===== src/hdl/lpfd_pkg.sv =====
`timescale 1ns / 1ps

package lpfd_pkg;

	localparam int WORD_BYTES = 4;

	typedef enum logic [1:0] {
		KIND_DATA  = 2'd0,
		KIND_EMPTY = 2'd1,
		KIND_SMALL = 2'd2,
		KIND_LARGE = 2'd3
	} kind_t;

	typedef enum logic [3:0] {
		PH_LENGTH  = 4'b0001,
		PH_ID      = 4'b0010,
		PH_PAYLOAD = 4'b0100,
		PH_ERROR   = 4'b1000
	} phase_t;

	typedef struct packed {
		logic [7:0] data_byte;
	} byte_item_t;

	typedef struct packed {
		kind_t       kind;
		logic [31:0] message_id;
		logic [7:0]  payload_byte;
		logic [15:0] payload_length;
		logic        last_byte;
	} result_t;

endpackage


===== src/hdl/lpfd_stream_if.sv =====
`timescale 1ns / 1ps

interface lpfd_stream_if #(
	parameter type item_t = logic
);
	logic  valid;
	logic  ready;
	item_t data;

	modport source (output valid, output data, input ready);
	modport sink (input valid, input data, output ready);
endinterface


===== src/hdl/lpfd_parser.sv =====
`timescale 1ns / 1ps

module lpfd_parser #(
	parameter int MaxMessage = 4096
) (
	input  logic             clk,
	input  logic             arst_n,
	input  logic             accept,
	input  logic [7:0]       data_byte,
	output logic             res_valid,
	output lpfd_pkg::result_t res
);
	import lpfd_pkg::*;

	localparam logic [31:0] LargeLimit = 32'(MaxMessage - WORD_BYTES);
	localparam logic [15:0] WordBytes16 = 16'(WORD_BYTES);
	localparam logic [31:0] WordBytes32 = 32'(WORD_BYTES);

	phase_t      phase_q, phase_d;
	logic [15:0] pos_q, pos_d;
	logic [31:0] length_q, length_d;
	logic [31:0] id_q, id_d;

	logic [31:0] shifted;
	logic [31:0] len_n;
	logic [31:0] id_n;
	logic [15:0] pos_inc;
	logic [15:0] plen;

	// byte lanes fill little-endian, lane picked by the low position bits
	assign shifted = 32'(data_byte) << {pos_q[1:0], 3'b000};
	assign len_n   = length_q | shifted;
	assign id_n    = id_q | shifted;
	assign pos_inc = pos_q + 16'd1;
	assign plen    = length_q[15:0] - WordBytes16;

	always_comb begin
		phase_d   = phase_q;
		pos_d     = pos_q;
		length_d  = length_q;
		id_d      = id_q;
		res_valid = 1'b0;
		res       = '{kind: KIND_DATA, message_id: 32'd0, payload_byte: 8'd0,
			payload_length: 16'd0, last_byte: 1'b1};
		if (accept) begin
			case (phase_q)
				PH_LENGTH: begin
					length_d = len_n;
					pos_d    = pos_inc;
					if (pos_inc >= WordBytes16) begin
						pos_d = 16'd0;
						if (len_n < WordBytes32) begin
							phase_d   = PH_ERROR;
							res_valid = 1'b1;
							res.kind  = KIND_SMALL;
						end else if (len_n > LargeLimit) begin
							phase_d   = PH_ERROR;
							res_valid = 1'b1;
							res.kind  = KIND_LARGE;
						end else begin
							phase_d = PH_ID;
						end
					end
				end
				PH_ID: begin
					id_d  = id_n;
					pos_d = pos_inc;
					if (pos_inc >= WordBytes16) begin
						pos_d = 16'd0;
						if (length_q == WordBytes32) begin
							res_valid      = 1'b1;
							res.kind       = KIND_EMPTY;
							res.message_id = id_n;
							phase_d        = PH_LENGTH;
							length_d       = 32'd0;
							id_d           = 32'd0;
						end else begin
							phase_d = PH_PAYLOAD;
						end
					end
				end
				PH_PAYLOAD: begin
					pos_d              = pos_inc;
					res_valid          = 1'b1;
					res.kind           = KIND_DATA;
					res.message_id     = id_q;
					res.payload_byte   = data_byte;
					res.payload_length = plen;
					res.last_byte      = 1'b0;
					if (pos_inc >= plen) begin
						res.last_byte = 1'b1;
						phase_d       = PH_LENGTH;
						pos_d         = 16'd0;
						length_d      = 32'd0;
						id_d          = 32'd0;
					end
				end
				PH_ERROR: begin
					// sticky: bytes dropped until reset
				end
				default: begin
					phase_d = PH_ERROR;
				end
			endcase
		end
	end

	always_ff @(posedge clk or negedge arst_n) begin
		if (!arst_n) begin
			phase_q  <= PH_LENGTH;
			pos_q    <= 16'd0;
			length_q <= 32'd0;
			id_q     <= 32'd0;
		end else begin
			phase_q  <= phase_d;
			pos_q    <= pos_d;
			length_q <= length_d;
			id_q     <= id_d;
		end
	end

endmodule


===== src/hdl/lpfd_out_buf.sv =====
`timescale 1ns / 1ps

module lpfd_out_buf (
	input  logic                clk,
	input  logic                arst_n,
	input  logic                push,
	input  lpfd_pkg::result_t   push_data,
	output logic                has_room,
	lpfd_stream_if.source       results
);
	import lpfd_pkg::*;

	result_t     entry_q [2];
	logic        wr_ptr_q;
	logic        rd_ptr_q;
	logic [1:0]  count_q;
	logic        pop;

	assign has_room      = (count_q != 2'd2);
	assign results.valid = (count_q != 2'd0);
	assign results.data  = entry_q[rd_ptr_q];
	assign pop           = results.valid && results.ready;

	always_ff @(posedge clk) begin
		if (push) begin
			entry_q[wr_ptr_q] <= push_data;
		end
	end

	always_ff @(posedge clk or negedge arst_n) begin
		if (!arst_n) begin
			wr_ptr_q <= 1'b0;
			rd_ptr_q <= 1'b0;
			count_q  <= 2'd0;
		end else begin
			if (push) begin
				wr_ptr_q <= ~wr_ptr_q;
			end
			if (pop) begin
				rd_ptr_q <= ~rd_ptr_q;
			end
			case ({push, pop})
				2'b10:   count_q <= count_q + 2'd1;
				2'b01:   count_q <= count_q - 2'd1;
				default: count_q <= count_q;
			endcase
		end
	end

endmodule


===== src/hdl/length_prefixed_frame_deframer_top.sv =====
`timescale 1ns / 1ps

// Length-prefixed deframer: takes one stream byte per cycle (4-byte LE length,
// 4-byte LE id, then length-4 payload bytes) and gives at most one result per
// byte, in the cycle after the byte's transfer, through a two-entry result
// buffer. Byte ready depends only on the buffer fill, so bytes move at one per
// cycle while results are taken; once both entries are full the byte side
// stalls until one leaves, so a result-side stall reaches the byte side through
// the registered fill count.
// Payload bytes come out as they arrive, tagged with id, payload length and
// a last flag. A bad length gives one error result, after which every byte is
// taken and dropped until reset.

module length_prefixed_frame_deframer_top #(
	parameter int MAX_MESSAGE = 4096
) (
	input  logic          clk,
	input  logic          arst_n,
	lpfd_stream_if.sink   byte_in,
	lpfd_stream_if.source results
);
	import lpfd_pkg::*;

	logic    accept;
	logic    has_room;
	logic    res_valid;
	result_t res;

	assign byte_in.ready = has_room;
	assign accept        = byte_in.valid && has_room;

	lpfd_parser #(
		.MaxMessage (MAX_MESSAGE)
	) u_parser (
		.clk       (clk),
		.arst_n    (arst_n),
		.accept    (accept),
		.data_byte (byte_in.data.data_byte),
		.res_valid (res_valid),
		.res       (res)
	);

	lpfd_out_buf u_out_buf (
		.clk       (clk),
		.arst_n    (arst_n),
		.push      (res_valid),
		.push_data (res),
		.has_room  (has_room),
		.results   (results)
	);

endmodule


===== src/flat_wrapper.sv =====
// flat-port wrapper written by rule: the top's interface ports become plain ports
module length_prefixed_frame_deframer_top_flat import lpfd_pkg::*;
#(
	parameter int MAX_MESSAGE = 4096
)
  (clk, arst_n, byte_in_valid, byte_in_data, byte_in_ready, results_valid, results_data, results_ready);
  lpfd_stream_if #(.item_t(byte_item_t)) byte_in_i ();
  lpfd_stream_if #(.item_t(result_t)) results_i ();
  input  logic clk;
  input  logic arst_n;
  input wire logic [$bits(byte_in_i.valid)-1:0] byte_in_valid;
  input wire logic [$bits(byte_in_i.data)-1:0] byte_in_data;
  output wire logic [$bits(byte_in_i.ready)-1:0] byte_in_ready;
  output wire logic [$bits(results_i.valid)-1:0] results_valid;
  output wire logic [$bits(results_i.data)-1:0] results_data;
  input wire logic [$bits(results_i.ready)-1:0] results_ready;
  assign byte_in_i.valid = byte_in_valid;
  assign byte_in_i.data = byte_in_data;
  assign byte_in_ready = byte_in_i.ready;
  assign results_valid = results_i.valid;
  assign results_data = results_i.data;
  assign results_i.ready = results_ready;
  length_prefixed_frame_deframer_top #(.MAX_MESSAGE(MAX_MESSAGE)) u_core (.clk(clk), .arst_n(arst_n), .byte_in(byte_in_i), .results(results_i));
endmodule

===== config.mk =====
export PLATFORM = sky130hd
export DESIGN_NAME = length_prefixed_frame_deframer_top_flat
export DESIGN_NICKNAME = d
export VERILOG_FILES = /design/src/hdl/lpfd_pkg.sv /design/src/hdl/lpfd_stream_if.sv /design/src/hdl/lpfd_parser.sv /design/src/hdl/lpfd_out_buf.sv /design/src/hdl/length_prefixed_frame_deframer_top.sv /design/src/flat_wrapper.sv
export SDC_FILE = /design/constraint.sdc
export NUM_CORES = 1
export LEC_CHECK = 0
export ABC_AREA = 1
export ABC_CLOCK_PERIOD_IN_PS = 10040
export BUFFER_PORTS_ARGS = -buffer_cell sky130_fd_sc_hd__buf_2
export CAP_MARGIN = 20
export CORE_ASPECT_RATIO = 0.6
export CORE_UTILIZATION = 55
export DETAILED_ROUTE_END_ITERATION = 10
export PLACE_DENSITY = 0.77
export SYNTH_ARGS = -nofsm -noshare
export SYNTH_HDL_FRONTEND = slang
export SYNTH_SLANG_ARGS = --single-unit

===== constraint.sdc =====
create_clock -name clk -period 10.04 [get_ports clk]
set_input_delay 0.502 -clock clk [delete_from_list [all_inputs] [get_ports clk]]
set_output_delay 0.502 -clock clk [all_outputs]
set_load 0.01 [all_outputs]

After elaboration in Yosys (flattened, before gate mapping):

Memory sizes are Yosys's and may differ from the RTL's.
Cells that the tools add are included.

* flip-flop bits (word level): 88
* memory bits (writable): 118
* input bits: 12
* output and inout port bits: 61
* logic and storage cells: 83
* memories: 1

Memories
* u_core.u_out_buf.entry_q: depth 2, width 59, rd ports 1, clocked after Yosys merged registers in 0, wr ports 1, line lpfd_out_buf.sv:13 `result_t entry_q [2];`

* add/subtract/negate cells: 4
* order comparisons: 4
* equal/unequal tests: 12
* shift operators: 1
* mux-type cells: 37
* bitwise operators: 5
* reduce and logical (&&, ||, !) cells: 12

Operator list (number)
* 32-bit 2-to-1 mux: 5
* 32-bit one-hot mux with 2 select lines: 2
* 32-bit one-hot mux with 3 select lines: 1
* 33-bit 2-to-1 mux: 2
* 32-bit OR: 2
* 59-bit 2-to-1 mux: 1
* 32-bit by 3-bit equality test with 1-bit output (second input constant): 1
* 32-bit by 12-bit greater-than comparator with 1-bit output (second input constant): 1
* 32-bit by 3-bit less-than comparator with 1-bit output (second input constant): 1
* 16-bit 2-to-1 mux: 2
* 16-bit one-hot mux with 2 select lines: 1
* 8-bit by 5-bit left shift with 32-bit output: 1
* 25-bit 2-to-1 mux: 1
* 4-bit 2-to-1 mux: 5
* 16-bit by 1-bit adder with 16-bit output (second input constant): 1
* 16-bit >= comparator: 1
* 16-bit by 3-bit >= comparator with 1-bit output (second input constant): 1
* 4-bit one-hot mux with 4 select lines: 1
* 16-bit by 3-bit subtractor with 16-bit output (second input constant): 1
* 2-bit inequality test (second input constant): 5
* 5-bit AND reduction: 2
* 1-bit 2-to-1 mux: 9
* 2-bit one-hot mux with 2 select lines: 2
* 2-bit nonzero test: 4
* other kinds (17): 22

Logic depth before layout (Yosys ltp):

Gate-level depths: netlist of run 1.

* word-level depth: 10
* gate-level depth with buffers: 20
* gate-level depth less buffers: 19

Modules after synthesis:

Synthesis of run 1 repeated with hierarchy kept, for this count alone.

* cells, all modules: 1366
* area total of the unflattened synthesis: 11025.6 um2

Modules (own cells, without submodules)
* lpfd_parser: times used 1, cells an instance 1027, area each 6456.2 um2, sequential area each 2103.3 um2
* lpfd_out_buf: times used 1, cells an instance 337, area each 4561.9 um2, sequential area each 3643.5 um2
* length_prefixed_frame_deframer_top: times used 1, cells an instance 2, area each 7.5 um2, sequential area each 0.0 um2

Worst setup path before layout of run 1:

No wires, ideal clock.

* path type: reg-to-reg
* from: register u_core.u_parser.pos_q[0]
* to: memory u_core.u_out_buf.entry_q[1][0] (netlist name), enable pin
* library setup time: 476 ps
* data arrival time: 4142 ps
* required time: 9564 ps
* setup slack: 5422 ps
* stages on the path, launching flop included: 14
* path buffers: 2
* clock period less this slack: 4618 ps
* path through: dfrtp_1 inv_1 buf_2 buf_4 nand3_1 nand2_1 inv_1 nor3_1 nand3_1 nand3_1 nand2_1 nand2_1 nand2_1 nor2_1

* cells in the longest elaborated chain, start to end: 10
* elaborated cells between the ends (all ways): 14
* those cells by class: add/sub (1); order compare (3); shift (1); mux (8); bitwise (1)

RTL lines
* start: declaration: line lpfd_parser.sv:20 `logic [15:0] pos_q, pos_d;`
* start signal: assignment: line lpfd_parser.sv:116 `pos_q <= pos_d;`
* 8-bit by 5-bit left shift with 32-bit output: line lpfd_parser.sv:31 `assign shifted = 32'(data_byte) << {pos_q[1:0], 3'b000};`
* 32-bit OR: line lpfd_parser.sv:32 `assign len_n = length_q | shifted;`
* 32-bit by 12-bit greater-than comparator with 1-bit output: line lpfd_parser.sv:56 `end else if (len_n > LargeLimit) begin`
* 1-bit 2-to-1 mux: line lpfd_parser.sv:56
* 1-bit 2-to-1 mux: line lpfd_parser.sv:52 `if (len_n < WordBytes32) begin`
* 1-bit 2-to-1 mux: line lpfd_parser.sv:50 `if (pos_inc >= WordBytes16) begin`
* 1-bit one-hot mux with 3 select lines (*): line lpfd_parser.sv:46 `case (phase_q)`
* 1-bit 2-to-1 mux (*): line lpfd_parser.sv:45 `if (accept) begin`
* 1-bit 2-to-1 mux (*): line lpfd_out_buf.sv:25 `if (push) begin`
* 1-bit 2-to-1 mux (implied by the code) (*): line lpfd_out_buf.sv:26 `entry_q[wr_ptr_q] <= push_data;`
* end: declaration: line lpfd_out_buf.sv:13

Every way passes the cells marked *; elsewhere a longest branch is shown, timed or not.

Final worst setup path of run 1:

* from: register u_core.u_parser.pos_q[0]
* to: register u_core.u_parser.id_q[25]

* cells in the longest elaborated chain, start to end: 5
* elaborated cells between the ends (all ways): 10
* those cells by class: add/sub (1); order compare (2); eq/ne (1); shift (1); mux (3); bitwise (1); reduce/logical (1)

RTL lines
* branches (longest 5 deep; another with 16-bit by 1-bit adder with 16-bit output)
* end signal: assignment: line lpfd_parser.sv:118 `id_q <= id_d;`
* end: declaration: line lpfd_parser.sv:22 `logic [31:0] id_q, id_d;`

Several ways; the timed one is not identified.
A chain may end at the register's enable or synchronous reset.

==> summary.md, run 1 <==
| Metric | Value |
|---|---|
| Storage cell area | 0.005748 mm2 |
| DRC viols | 0 |
| Final cycle utilization of the critical path | a little under half |
| Post-Synthesis Cells | approximately 1,400 |
| Reg2Reg Depth | 18 |
| Hold Crit Depth | 3 |
| Post-synth EDFFs | 118 |
| Sequential-to-total area share from yosys stat | 51.38% |
| Die X | between 150 and 200 um |
| Worst-Skew Late Latency | 0.51 ns |
| P_leak | between 0.005 and 0.006 uW |
| Final min period | 4.799 ns |
| CP bufs+invs | 4 |
| Core ar. | around 0.019 mm2 |
| GRT Util Overall | between 20% and 30% |
| Hold_buf cts | 1 |
| Syn nets | around 1,400 |
| Crit path DAT | around 5.2 ns |
| Final net count | around 1,500 |
| CTS root buf | clkbuf_16 |
| Final ANT Viol Nets | 0 |
| Crit path max fanout | 33 |
| CTS-repair resized insts | 0 |
| WP depth | 18 |
| First-pass GRT wire length | around 46,000 um |
| Die Area | 0.02093 mm2 |
| Area delta synth->final | 11.29% |
| WL final | 29,040 um |
| Drt wl/cell | around 17 um |
| Total power | ~2200 uW |
| Reg2Reg Setup Slack | between 5 and 6 ns |
| Mapped Avg Cell Area | between 7 and 8 um2 |
| Ordered list of cells on the worst path | inv_1, nor2_4, nand2_1, nor2_1, nand2_1, nand2_2, inv_1, ha_1, nand2_1, nor3_1, nand3_1, nand3_1, nand2_1, a21oi_2, buf_4, inv_1, nand2_1, nand2_1 |
| WP data required | between 10 and 15 ns |
| # IOs | 73 |
| H-tree depth | 1 |
| Fmax | 0.2084 GHz |
| Crit Path Class | register to register |
| Top-count cell post-synth | nand2_1 |
| RSZ-0062 raised after global routing | false |
| Die H | 112.5 um |
| Vias in the first global route | just under 9,000 |
| I/O Buffers | 72 |
| Worst-case clock skew | ~0.017 ns |
| Synth Flop Type | edfxtp_1 |
| Async SR Flop Fraction | approximately 43% |
| Top cell type's share of synthesized area | between 30% and 40% |
| CTS tree | yes |
| HP Class | input pin to register |
| Starting Density | a little under three fifths |
| Largest family of logic cells by synthesized area | simple AND/OR/NAND/NOR gates |
| Simple-gate portion of the synthesized area | between 30% and 40% |
| Startpoint types | register |
| GRT overflow | 0 |
| Routability cong. | roughly 1.0 |
| Synth Area in XOR/XNOR | around 1.3% |
| Dominant cells by area after synthesis | edfxtp_1 (32%), dfrtp_1 (19%), nand2_1 (18%) |
| Post-synthesis mux area share | 0% |
| Worst IR Drop VDD | ~0.00012 V |
| Max-slew violations | 0 |
| Number of buffers created by CTS | 20 |
| DP Cell Count | roughly 1,700 |
| Fillers | about 1,700 |
| Most used cell, CP | nand2_1 |
| Post-route insts no fill | around 1,700 |
| Via count | between 9,000 and 10,000 |
| CP endpoint kind | register |
| CP top delay family | simple AND/OR/NAND/NOR gates |
| WHS | 0.3016 ns |
| Pin count of the biggest net entering global routing | 82 |
| DPL Wire Length | about 20,000 um |
| Clock Path Buffers | 3 |
| Area of the multi-input gates | between 0.004 and 0.005 mm2 |
| MaxCap Viol Count | 0 |
| Initial antenna violation count | 1 |
| Worst-Margin Slew | roughly 1.1 ns |
| #FFs+latches synth | 206 |
| Worst path max stage delay | 0.87 ns |
| Max stage delay cell, worst path | dfrtp_1 |
| # rows | 39 |
| Share of cells above drive strength 1 | ~11% |
| Util after Layout | approximately 64% |
| Slew HR | 28.56% |
| Setup_tns | 0 ns |
| Via density | 5.610 |
| Clk sinks | approximately 200 |
| # setup viols final | 0 |
| Post-synth top cells | nand2_1 (544), inv_1 (160), nand3_1 (125) |
| Post-synthesis compound-gate area fraction | ~4.7% |
| Clock-pin slew on the worst setup and hold paths | ~0.070 ns |
| DR pass1 iterations | 6 |
| Count of cell types in the netlist | 40 |
| Syn Std Cell Area | approximately 0.011 mm2 |
| Pwr per Cell Area | approximately 180 mW/mm2 |
| YS warnings | 0 |
| Postcts setup bufs | 0 |
| Endpoints failing hold | 0 |
| Area share of fa/ha/maj cells after synthesis | under 10% |
| 1st-iter DRT viols | between 1,000 and 1,500 |
| Status | completed |
| Largest area contributor in the netlist | edfxtp_1 |
through the flow:
stage                     setup slack (ns)  area, um2
after global placement               5.600      11660
after detailed placement             5.407      11670
after CTS                            5.392      12370
final                                5.241      12450
after floorplan                      5.422      11180
after global routing                 4.967      12450
per-layer routing:
metal / vias up / track usage [%] / routed length [um]
met5: - / 0 / 0
met3: 56 / 7.722 / 3397
met2: 505 / 38.43 / 11800
met1: 4547 / 44.60 / 13350
met4: 0 / 6.284 / 490
li1: 4608 / - / -
final cells by class:
class | instances | share of cell area [%]
flip-flops and latches | 206 | 46.18
multi-input cells | 974 | 36.49
inverters | 163 | 4.916
repair buffers | 86 | 4.222
clock buffers | 23 | 4.192
well taps | 266 | 2.674
clock inverters | 13 | 1.307
diodes | 1 | 0.02010
state kept, by name, indices dropped and copies added, names as in the netlist:
| name | flops |
|---|---|
| u_core.u_parser.length_q | 32 |
| u_core.u_out_buf.wr_ptr_q | 1 |
| u_core.u_out_buf.count_q | 2 |
| u_core.u_parser.phase_q | 4 |
| u_core.u_out_buf.entry_q | 118 |
| u_core.u_out_buf.rd_ptr_q | 1 |
| u_core.u_parser.pos_q | 16 |
| u_core.u_parser.id_q | 32 |
layout by cell type (no fill, tap or decap), drive strengths merged, types with 23 or more instances in the layout:
master	n
a21oi	65
buf	85
clkbuf	23
dfrtp	87
edfxtp	118
inv	163
nand2	553
nand3	127
nand4	46
nor2	99
report_power, final:
part	switching (uW)	internal, uW
Sequential	6.01	897
Combinational	320	173
Clock	338	456
final timing paths:
path                                         startpoint                            to
hold / removal                            results_ready     u_core.u_out_buf.rd_ptr_q
setup reg to reg               u_core.u_parser.pos_q[0]      u_core.u_parser.id_q[25]
setup / recovery               u_core.u_parser.pos_q[0]      u_core.u_parser.id_q[25]
max in group asynchronous                        arst_n       u_core.u_parser.id_q[4]
hold reg to reg            u_core.u_parser.length_q[15]  u_core.u_parser.length_q[15]
min in group asynchronous                        arst_n  u_core.u_parser.length_q[22]
logic make-up (layout without fill, tap and decap cells):
| logic type | after synthesis | count (layout) |
|---|---|---|
| AO/OA/AOI/OAI | 92 | 92 |
| XOR/XNOR | 17 | 17 |
| adder cells (fa/ha/maj) | 20 | 20 |
| buffers and inverters | 227 | 285 |
| flip-flops | 206 | 206 |
| other | 0 | 1 |
| AND/OR/NAND/NOR | 845 | 845 |
tightest hold or removal path, cell delays in order:
cell and delay (ns):
buf_2 0.10, nand2_1 0.11, xor2_1 0.08
Power figures use the tool's default switching activity.
==> run 2: changes to the inputs <==
--- a/config.mk
+++ b/config.mk
@@ -5,14 +5,14 @@
 export SDC_FILE = /design/constraint.sdc
 export NUM_CORES = 1
 export LEC_CHECK = 0
-export ABC_AREA = 1
-export ABC_CLOCK_PERIOD_IN_PS = 10040
+export ABC_AREA = 0
+export ABC_CLOCK_PERIOD_IN_PS = 4950
 export BUFFER_PORTS_ARGS = -buffer_cell sky130_fd_sc_hd__buf_2
 export CAP_MARGIN = 20
 export CORE_ASPECT_RATIO = 0.6
 export CORE_UTILIZATION = 55
 export DETAILED_ROUTE_END_ITERATION = 10
-export PLACE_DENSITY = 0.77
+export PLACE_DENSITY = 0.78
 export SYNTH_ARGS = -nofsm -noshare
 export SYNTH_HDL_FRONTEND = slang
 export SYNTH_SLANG_ARGS = --single-unit
==> constraint.sdc (replaced) <==
create_clock -name clk -period 4.95 [get_ports clk]
set_input_delay 0.2475 -clock clk [delete_from_list [all_inputs] [get_ports clk]]
set_output_delay 0.2475 -clock clk [all_outputs]
set_load 0.01 [all_outputs]
==> run 2 against run 1 <==
  * Die area down 6.3%
  * Maximum frequency increased by 9.9%
  * Wire length shrank 9.0%
  * Hold slack got worse by 0.23 ns
  * Sequential power is 130% higher
  * Clock skew barely moved
  * Area after synthesis decreased by 6.4%
  * Total power grew 130%
==> summary.md, run 2 <==
| Metric | Value |
|---|---|
| H-tree depth | 1 (unchanged) |
| Final min period | 4.367 ns (was 4.799 ns) |
| Endpoints failing hold | 0 (unchanged) |
| GRT overflow | 0 (unchanged) |
| Mapped Avg Cell Area | 11.02 um2 (was 7.949 um2) |
| Clock-pin slew on the worst setup and hold paths | 0.07 ns (about the same) |
| YS warnings | 0 (unchanged) |
| # IOs | 73 (unchanged) |
| Max-slew violations | 0 (unchanged) |
| Post-synth EDFFs | 118 (unchanged) |
| Dominant cells by area after synthesis | edfxtp_1 (34%), dfrtp_1 (21%), mux2_2 (6.3%) (was edfxtp_1 (32%), dfrtp_1 (19%), nand2_1 (18%)) |
| Setup_tns | 0 ns (unchanged) |
| Crit Path Class | register to register (unchanged) |
| CTS-repair resized insts | 0 (unchanged) |
| CTS root buf | clkbuf_16 (unchanged) |
| #FFs+latches synth | 206 (unchanged) |
| Top-count cell post-synth | edfxtp_1 (was nand2_1) |
| Synth Flop Type | edfxtp_1 (unchanged) |
| Reg2Reg Depth | 14 (was 18) |
| Top reg by flops | u_core.u_out_buf.entry_q (unchanged) |
| Drt wl/cell | 21.37 um (was 16.77 um) |
| Fmax | 0.2290 GHz (was 0.2084 GHz) |
| Startpoint types | register (unchanged) |
| Die Area | 0.01961 mm2 (was 0.02093 mm2) |
| Via density | 6.486 (was 5.610) |
| Worst IR Drop VDD | 0.0002913 V (was 0.0001212 V) |
| # diodes | 0 (was 1) |
| Die X | 180.1 um (was 186.1 um) |
| Starting Density | 57.06% (was 57.44%) |
| Slew HR | 38.46% (was 28.56%) |
| Top cell type's share of synthesized area | 33.84% (was 31.68%) |
| GRT Util Overall | 27.52% (was 28.33%) |
| Status | completed (unchanged) |
| Share of cells above drive strength 1 | 20.18% (was 11.13%) |
| CP endpoint kind | register (unchanged) |
| RSZ-0062 raised after global routing | false (unchanged) |
| Syn Std Cell Area | 0.01047 mm2 (was 0.01118 mm2) |
| Max reg flops | 118 (unchanged) |
| I/O Buffers | 72 (unchanged) |
| # setup viols final | 0 (unchanged) |
| First-pass GRT wire length | 42,010 um (was 45,800 um) |
| Commonest non-fill, non-tap cell in the layout | edfxtp_1 (was nand2_1) |
| Final ANT Viol Nets | 0 (unchanged) |
| Crit path DAT | 4.78 ns (was 5.19 ns) |
| DPL Wire Length | 17,150 um (was 19,730 um) |
| Sequential-to-total area share from yosys stat | 54.88% (was 51.38%) |
| Post-synth top cells | edfxtp_1 (118), dfrtp_1 (87), nor2_1 (78) (was nand2_1 (544), inv_1 (160), nand3_1 (125)) |
| DRC viols | 0 (unchanged) |
| Pin count of the biggest net entering global routing | 72 (was 82) |
| Async SR Flop Fraction | 42.72% (unchanged) |
| CTS tree | yes (unchanged) |
| Biggest regs | u_core.u_out_buf.entry_q x118, u_core.u_parser.id_q x32, u_core.u_parser.length_q x32 (unchanged) |
| Worst-Margin Slew | 0.9231 ns (was 1.070 ns) |
| Area delta synth->final | 10.71% (was 11.29%) |
| Final cycle utilization of the critical path | 88.22% (was 47.80%) |
| Via count | 8,017 (was 9,716) |
| Die H | 108.9 um (was 112.5 um) |
| Number of buffers created by CTS | 19 (was 20) |
| 1st-iter DRT viols | 1,042 (was 1,282) |
| Syn nets | 982 (was 1,439) |
| WP data required | 5.37 ns (was 10.43 ns) |
| DR pass1 iterations | 5 (was 6) |
| Crit path max fanout | 21 (was 33) |
| # rows | 38 (was 39) |
| Most frequent cells in the layout | edfxtp_1 (118), dfrtp_1 (86), nor2_1 (78), nand2_1 (77), buf_2 (71) (was nand2_1 (544), inv_1 (159), nand3_1 (125), edfxtp_1 (118), nor2_1 (88)) |
| Core ar. | 0.01835 mm2 (was 0.01947 mm2) |
| Largest area contributor in the netlist | edfxtp_1 (unchanged) |
| Worst-Skew Late Latency | 0.50 ns (was 0.51 ns) |
| Final net count | 1,015 (was 1,483) |
| Count of cell types in the netlist | 67 (was 40) |
| Vias in the first global route | 7,485 (was 8,653) |
| DP Cell Count | 1,200 (was 1,690) |
| Worst-case clock skew | 0.01678 ns (was 0.01663 ns) |
| Clock Path Buffers | 3 (unchanged) |
| MaxCap Viol Count | 0 (unchanged) |
| Routability cong. | 0.9368 (was 0.9965) |
| Pwr per Cell Area | 436.2 mW/mm2 (was 175.9 mW/mm2) |
| WL final | 26,420 um (was 29,040 um) |
| HP Class | input pin to register (unchanged) |
| Hold Crit Depth | 3 (unchanged) |
| Clk sinks | 206 (unchanged) |
| Post-Synthesis Cells | 950 (was 1,407) |
| Post-route insts no fill | 1,236 (was 1,732) |
| P_leak | 0.004233 uW (was 0.005996 uW) |
| Initial antenna violation count | 0 (was 1) |
## run 2: cell count changes after synthesis, moves of 16 or more
cell / previous run / this run
or4_1: 0 / 35
o21a_1: 1 / 35
nand3_1: 125 / 25
nand4_1: 45 / 7
inv_1: 160 / 8
mux2_2: 0 / 59
a41oi_1: 0 / 26
nand2_1: 544 / 77
clkbuf_1: 41 / 59
a21oi_1: 64 / 44
a31oi_1: 1 / 35
and3_1: 0 / 16
nor3_1: 12 / 45
## run 2: kinds of logic after synthesis
logic type                 after synthesis  synth area share (%)
buffers and inverters                   94                 3.883
AOI/OAI and AO/OA                      203                 13.05
and+or+nand+nor                        336                 16.64
adders and majority gates               20                 2.390
xor gates and xnor gates                29                 2.426
DFF                                    206                 54.88
muxes                                   62                 6.727
## run 2: stage by stage
| step | instance area (um2) | power, uW | utilization (%) | worst slack [ns] | hold WS [ns] |
|---|---|---|---|---|---|
| 2_1_floorplan | 10490 | 3204 | - | 0.1608 | -0.04809 |
| 6_report | 11590 | 5057 | 63.16 | 0.5829 | 0.07453 |
| 3_3_place_gp | 11010 | 3667 | 60.01 | 0.8173 | 0.1417 |
| 4_1_cts | 11580 | 5055 | 63.12 | 0.6733 | 0.06284 |
| 5_1_grt | 11590 | 5294 | 63.16 | 0.2557 | 0.08952 |
| 3_5_place_dp | 11010 | 3689 | 60.01 | 0.6810 | 0.1372 |
## run 2: report_power, final
group | internal (uW) | switching (uW) | total (uW)
clock network | 738 | 625 | 1360
logic | 644 | 951 | 1590
registers | 1920 | 179 | 2100
## run 2: critical path: stages, from the launching register on
cell,delay [ns]
dfrtp_1,0.46
or4_1,0.61
nor3_1,0.37
nand2_1,0.13
nor3_1,0.22
xnor2_1,0.12
ha_1,0.31
o21ai_0,0.08
nor2_1,0.17
and4b_1,0.22
a21oi_1,0.28
nand2_1,0.39
buf_12,0.29
or4_1,0.48
a21oi_1,0.14
## run 2: routing by layer
metal  wire, um  up-vias  share of wire (%)  GRT usage (%)
li1           -     3659                  -              -
met1      12470     3884                 47          42.11
met2      10850      438                 41          39.30
met3       2700       36                 10          6.914
met4        405        0                1.5          5.922
met5          0        -                  0              0
## run 2: final cells by class
cell class,instances,area (um2)
tap,240,300.3
fill,1495,6760
sequential,206,5748
timing repair buffer,98,585.6
clock inverter,9,43.79
multi-input combinational,650,4367
clock buffer,25,518.0
inverter,8,30.03
## run 2: worst paths after layout
check | from | endpoint | slack, ns
hold reg to reg | u_core.u_parser.id_q[0] | u_core.u_parser.id_q[0] | 0.49
setup / recovery | u_core.u_parser.length_q[6] | u_core.u_parser.length_q[14] | 0.58
min in group asynchronous | arst_n | u_core.u_parser.pos_q[12] | 0.15
hold / removal | results_ready | u_core.u_out_buf.rd_ptr_q | 0.07
max in group asynchronous | arst_n | u_core.u_parser.id_q[8] | 3.58
setup reg to reg | u_core.u_parser.length_q[6] | u_core.u_parser.length_q[14] | 0.58
## run 2: repair_timing
item / 4_1_cts / 5_1_grt
buffers inserted: 0 / 0
hold buffers: 1 / 0
endpoints found under the setup margin: 0 / 0
endpoints found under the hold margin: 17 / 0
==> run 3: changes to the inputs <==
--- a/config.mk
+++ b/config.mk
@@ -13,6 +13,7 @@
 export CORE_UTILIZATION = 55
 export DETAILED_ROUTE_END_ITERATION = 10
 export PLACE_DENSITY = 0.78
+export RECOVER_POWER = 100
 export SYNTH_ARGS = -nofsm -noshare
 export SYNTH_HDL_FRONTEND = slang
 export SYNTH_SLANG_ARGS = --single-unit
==> constraint.sdc (replaced) <==
create_clock -name clk -period 4.95 [get_ports clk]
set_input_delay 0.2475 -clock clk [delete_from_list [all_inputs] [get_ports clk]]
set_output_delay 0.2475 -clock clk [all_outputs]
set_load 0.02 [all_outputs]
==> run 3 against run 2 <==
  * The run now ends with capacitance limit, slew limit left
  * Combinational power rose by 6%
  * Clock-buffer cell count stayed put
  * Clock power hardly changed
  * Hold slack improved by 0.00054 ns
  * Sequential power is essentially flat
  * Sequential share of layout area grew 0.57 points
  * Non-clock buffer count stayed put
  * Wire length up 0.28%
  * Highest routed layer unchanged
==> summary.md, run 3 (same netlist as run 2, synthesis figures left out) <==
| Metric | Value |
|---|---|
| Fmax | 0.2252 GHz (was 0.2290 GHz) |
| Clock Path Buffers | 3 (unchanged) |
| Max-slew violations | 273 (was 0) |
| Worst-case clock skew | 0.01753 ns (was 0.01678 ns) |
| Combinational Power Share | 32.6% (was 31.5%) |
| Endpoints failing hold | 0 (unchanged) |
| Area delta synth->final | 9.415% (was 10.71%) |
| # diodes | 0 (unchanged) |
| WP data required | 5.34 ns (was 5.37 ns) |
| Max reg flops | 118 (unchanged) |
| Hold Crit Depth | 3 (unchanged) |
| Final min period | 4.440 ns (was 4.367 ns) |
| WHS | 0.07507 ns (was 0.07453 ns) |
| Sw Ratio | 36.58% (was 34.69%) |
| Met2 Use GR | 39.30% (unchanged) |
| HP Class | input pin to register (unchanged) |
| Core ar. | 0.01835 mm2 (unchanged) |
| Crit path DAT | 4.83 ns (was 4.78 ns) |
| Share of cells above drive strength 1 | 12.85% (was 20.18%) |
| CP endpoint kind | register (unchanged) |
| CTS root buf | clkbuf_16 (unchanged) |
| Reg2reg start | u_core.u_parser.pos_q[6] (was u_core.u_parser.length_q[6]) |
| Biggest regs | u_core.u_out_buf.entry_q x118, u_core.u_parser.id_q x32, u_core.u_parser.length_q x32 (unchanged) |
| Final cycle utilization of the critical path | 89.70% (was 88.22%) |
| Worst IR Drop VDD | 0.0003107 V (was 0.0002913 V) |
| # setup viols final | 0 (unchanged) |
| RR Endpoint | u_core.u_parser.phase_q[1] (was u_core.u_parser.length_q[14]) |
| M1 GR Usage | 42.11% (unchanged) |
| Commonest non-fill, non-tap cell in the layout | edfxtp_1 (unchanged) |
| Most frequent cells in the layout | edfxtp_1 (118), dfrtp_1 (87), nor2_1 (79), nand2_1 (77), clkbuf_1 (68) (was edfxtp_1 (118), dfrtp_1 (86), nor2_1 (78), nand2_1 (77), buf_2 (71)) |
| Slew HR | -65.81% (was 38.46%) |
| P_leak | 0.004081 uW (was 0.004233 uW) |
| Die Area | 0.01961 mm2 (unchanged) |
| Top reg by flops | u_core.u_out_buf.entry_q (unchanged) |
| Endpoint, Worst Hold | u_core.u_out_buf.rd_ptr_q (unchanged) |
| H-tree depth | 1 (unchanged) |
| DP Cell Count | 1,200 (unchanged) |
| GRT Util Overall | 27.52% (unchanged) |
| Status | finished, violations left (was completed) |
| Internal Pwr Total | 3260 uW (was 3302 uW) |
| Startpoint types | register (unchanged) |
| Pwr per Cell Area | 448.7 mW/mm2 (was 436.2 mW/mm2) |
| Crit path max fanout | 31 (was 21) |
| Final ANT Viol Nets | 0 (unchanged) |
| Reg2Reg Setup Slack | 0.51 ns (was 0.58 ns) |
| Post-route insts no fill | 1,236 (unchanged) |
| Failing checks | capacitance limit, slew limit |
| MaxCap Viol Count | 5 (was 0) |
| Die X | 180.1 um (unchanged) |
| Clock share of power | 26.6% (was 27.0%) |
| Vias in the first global route | 7,485 (unchanged) |
| DRC viols | 0 (unchanged) |
| # rows | 38 (unchanged) |
| Die H | 108.9 um (unchanged) |
| Routability cong. | 0.9368 (unchanged) |
| Worst-Margin Slew | 2.487 ns (was 0.9231 ns) |
| RSZ-0062 raised after global routing | false (unchanged) |
| GRT Max-Usage Layer | met1 (unchanged) |
| Met3 GRT Util | 6.914% (unchanged) |
| GRT overflow | 0 (unchanged) |
| WL final | 26,490 um (was 26,420 um) |
| Net Sw Power | 1880 uW (was 1754 uW) |
| HP Start | results_ready (unchanged) |
| Via density | 6.547 (was 6.486) |
| Via count | 8,092 (was 8,017) |
| Total power | 5141 uW (was 5057 uW) |
| CTS tree | yes (unchanged) |
| First-pass GRT wire length | 42,010 um (unchanged) |
| Final net count | 1,015 (unchanged) |
| Clock-pin slew on the worst setup and hold paths | 0.07 ns (about the same) |
| Clk sinks | 206 (unchanged) |
| Reg2Reg Depth | 8 (was 14) |
| Setup_tns | 0 ns (unchanged) |
| Starting Density | 57.06% (unchanged) |
| 1st-iter DRT viols | 1,083 (was 1,042) |
| Worst-Skew Late Latency | 0.50 ns (about the same) |
| Crit Path Class | register to register (unchanged) |
| Pin count of the biggest net entering global routing | 72 (unchanged) |
| # IOs | 73 (unchanged) |
| Drt wl/cell | 21.43 um (was 21.37 um) |
| DPL Wire Length | 17,150 um (unchanged) |
| Number of buffers created by CTS | 19 (unchanged) |
| Initial antenna violation count | 0 (unchanged) |
| Flop pwr share | 40.8% (was 41.5%) |
| I/O Buffers | 72 (unchanged) |
| DR pass1 iterations | 5 (unchanged) |
run 3: power by group through the flow:
stage | combinational, uW | sequential, uW | clock [uW]
after floorplan | 1290 | 2040 | 0
after global placement | 1670 | 2120 | 0
after detailed placement | 1690 | 2120 | 0
after CTS | 1700 | 2090 | 1390
after global routing | 1800 | 2110 | 1460
final | 1680 | 2100 | 1360
run 3: area by class of cell:
type,instances,area [um2]
repair buffers,98,475.5
flip-flops and latches,206,5747
well taps,240,300.3
clock buffers,25,518.0
inverters,8,30.03
fillers,1534,6895
clock inverters,9,43.79
multi-input cells,650,4343
run 3: worst max path at each step:
| stage | depth (start not counted) | from | to |
|---|---|---|---|
| 2_1_floorplan | 6 | u_core.u_parser.length_q[7] | u_core.u_out_buf.entry_q[0][0] |
| 6_report | 8 | u_core.u_parser.pos_q[6] | u_core.u_parser.phase_q[1] |
| 4_1_cts | 14 | u_core.u_parser.length_q[6] | u_core.u_parser.length_q[5] |
| 3_3_place_gp | 14 | u_core.u_parser.length_q[7] | u_core.u_parser.length_q[7] |
| 3_5_place_dp | 14 | u_core.u_parser.length_q[6] | u_core.u_parser.length_q[5] |
| 5_1_grt | 14 | u_core.u_parser.length_q[6] | u_core.u_parser.id_q[26] |
run 3: worst max-delay path: stages, from the launching register on:
cell	delay, ns
dfrtp_1	0.52
nand3_1	0.33
or4_1	0.65
or4_1	0.49
a211o_1	0.36
nor2_1	0.31
clkbuf_1	0.92
a21boi_0	0.36
mux2_4	0.39
run 3: per-stage QoR:
stage / cell area (um2) / setup slack (ns) / util (%)
floorplan: 10490 / 0.1608 / -
global placement: 11010 / 0.8173 / 60.01
detailed placement: 11010 / 0.6810 / 60.01
CTS: 11580 / 0.6733 / 63.12
global route: 11460 / 0.1580 / 62.43
finish: 11460 / 0.5098 / 62.43
run 3: repair_timing:
| item | 4_1_cts | 5_1_grt |
|---|---|---|
| buffers inserted | 0 | 0 |
| setup endpoints to repair | 0 | 0 |
| hold buffers | 1 | 0 |
| resized for setup | 0 | 0 |
| hold endpoints to repair | 17 | 0 |
run 3: layer usage:
metal  vias up  part of all wire [%]
met4         0                   1.4
met5         -                     0
met3        32                   9.6
met1      4004                    48
li1       3658                     -
met2       398                    41
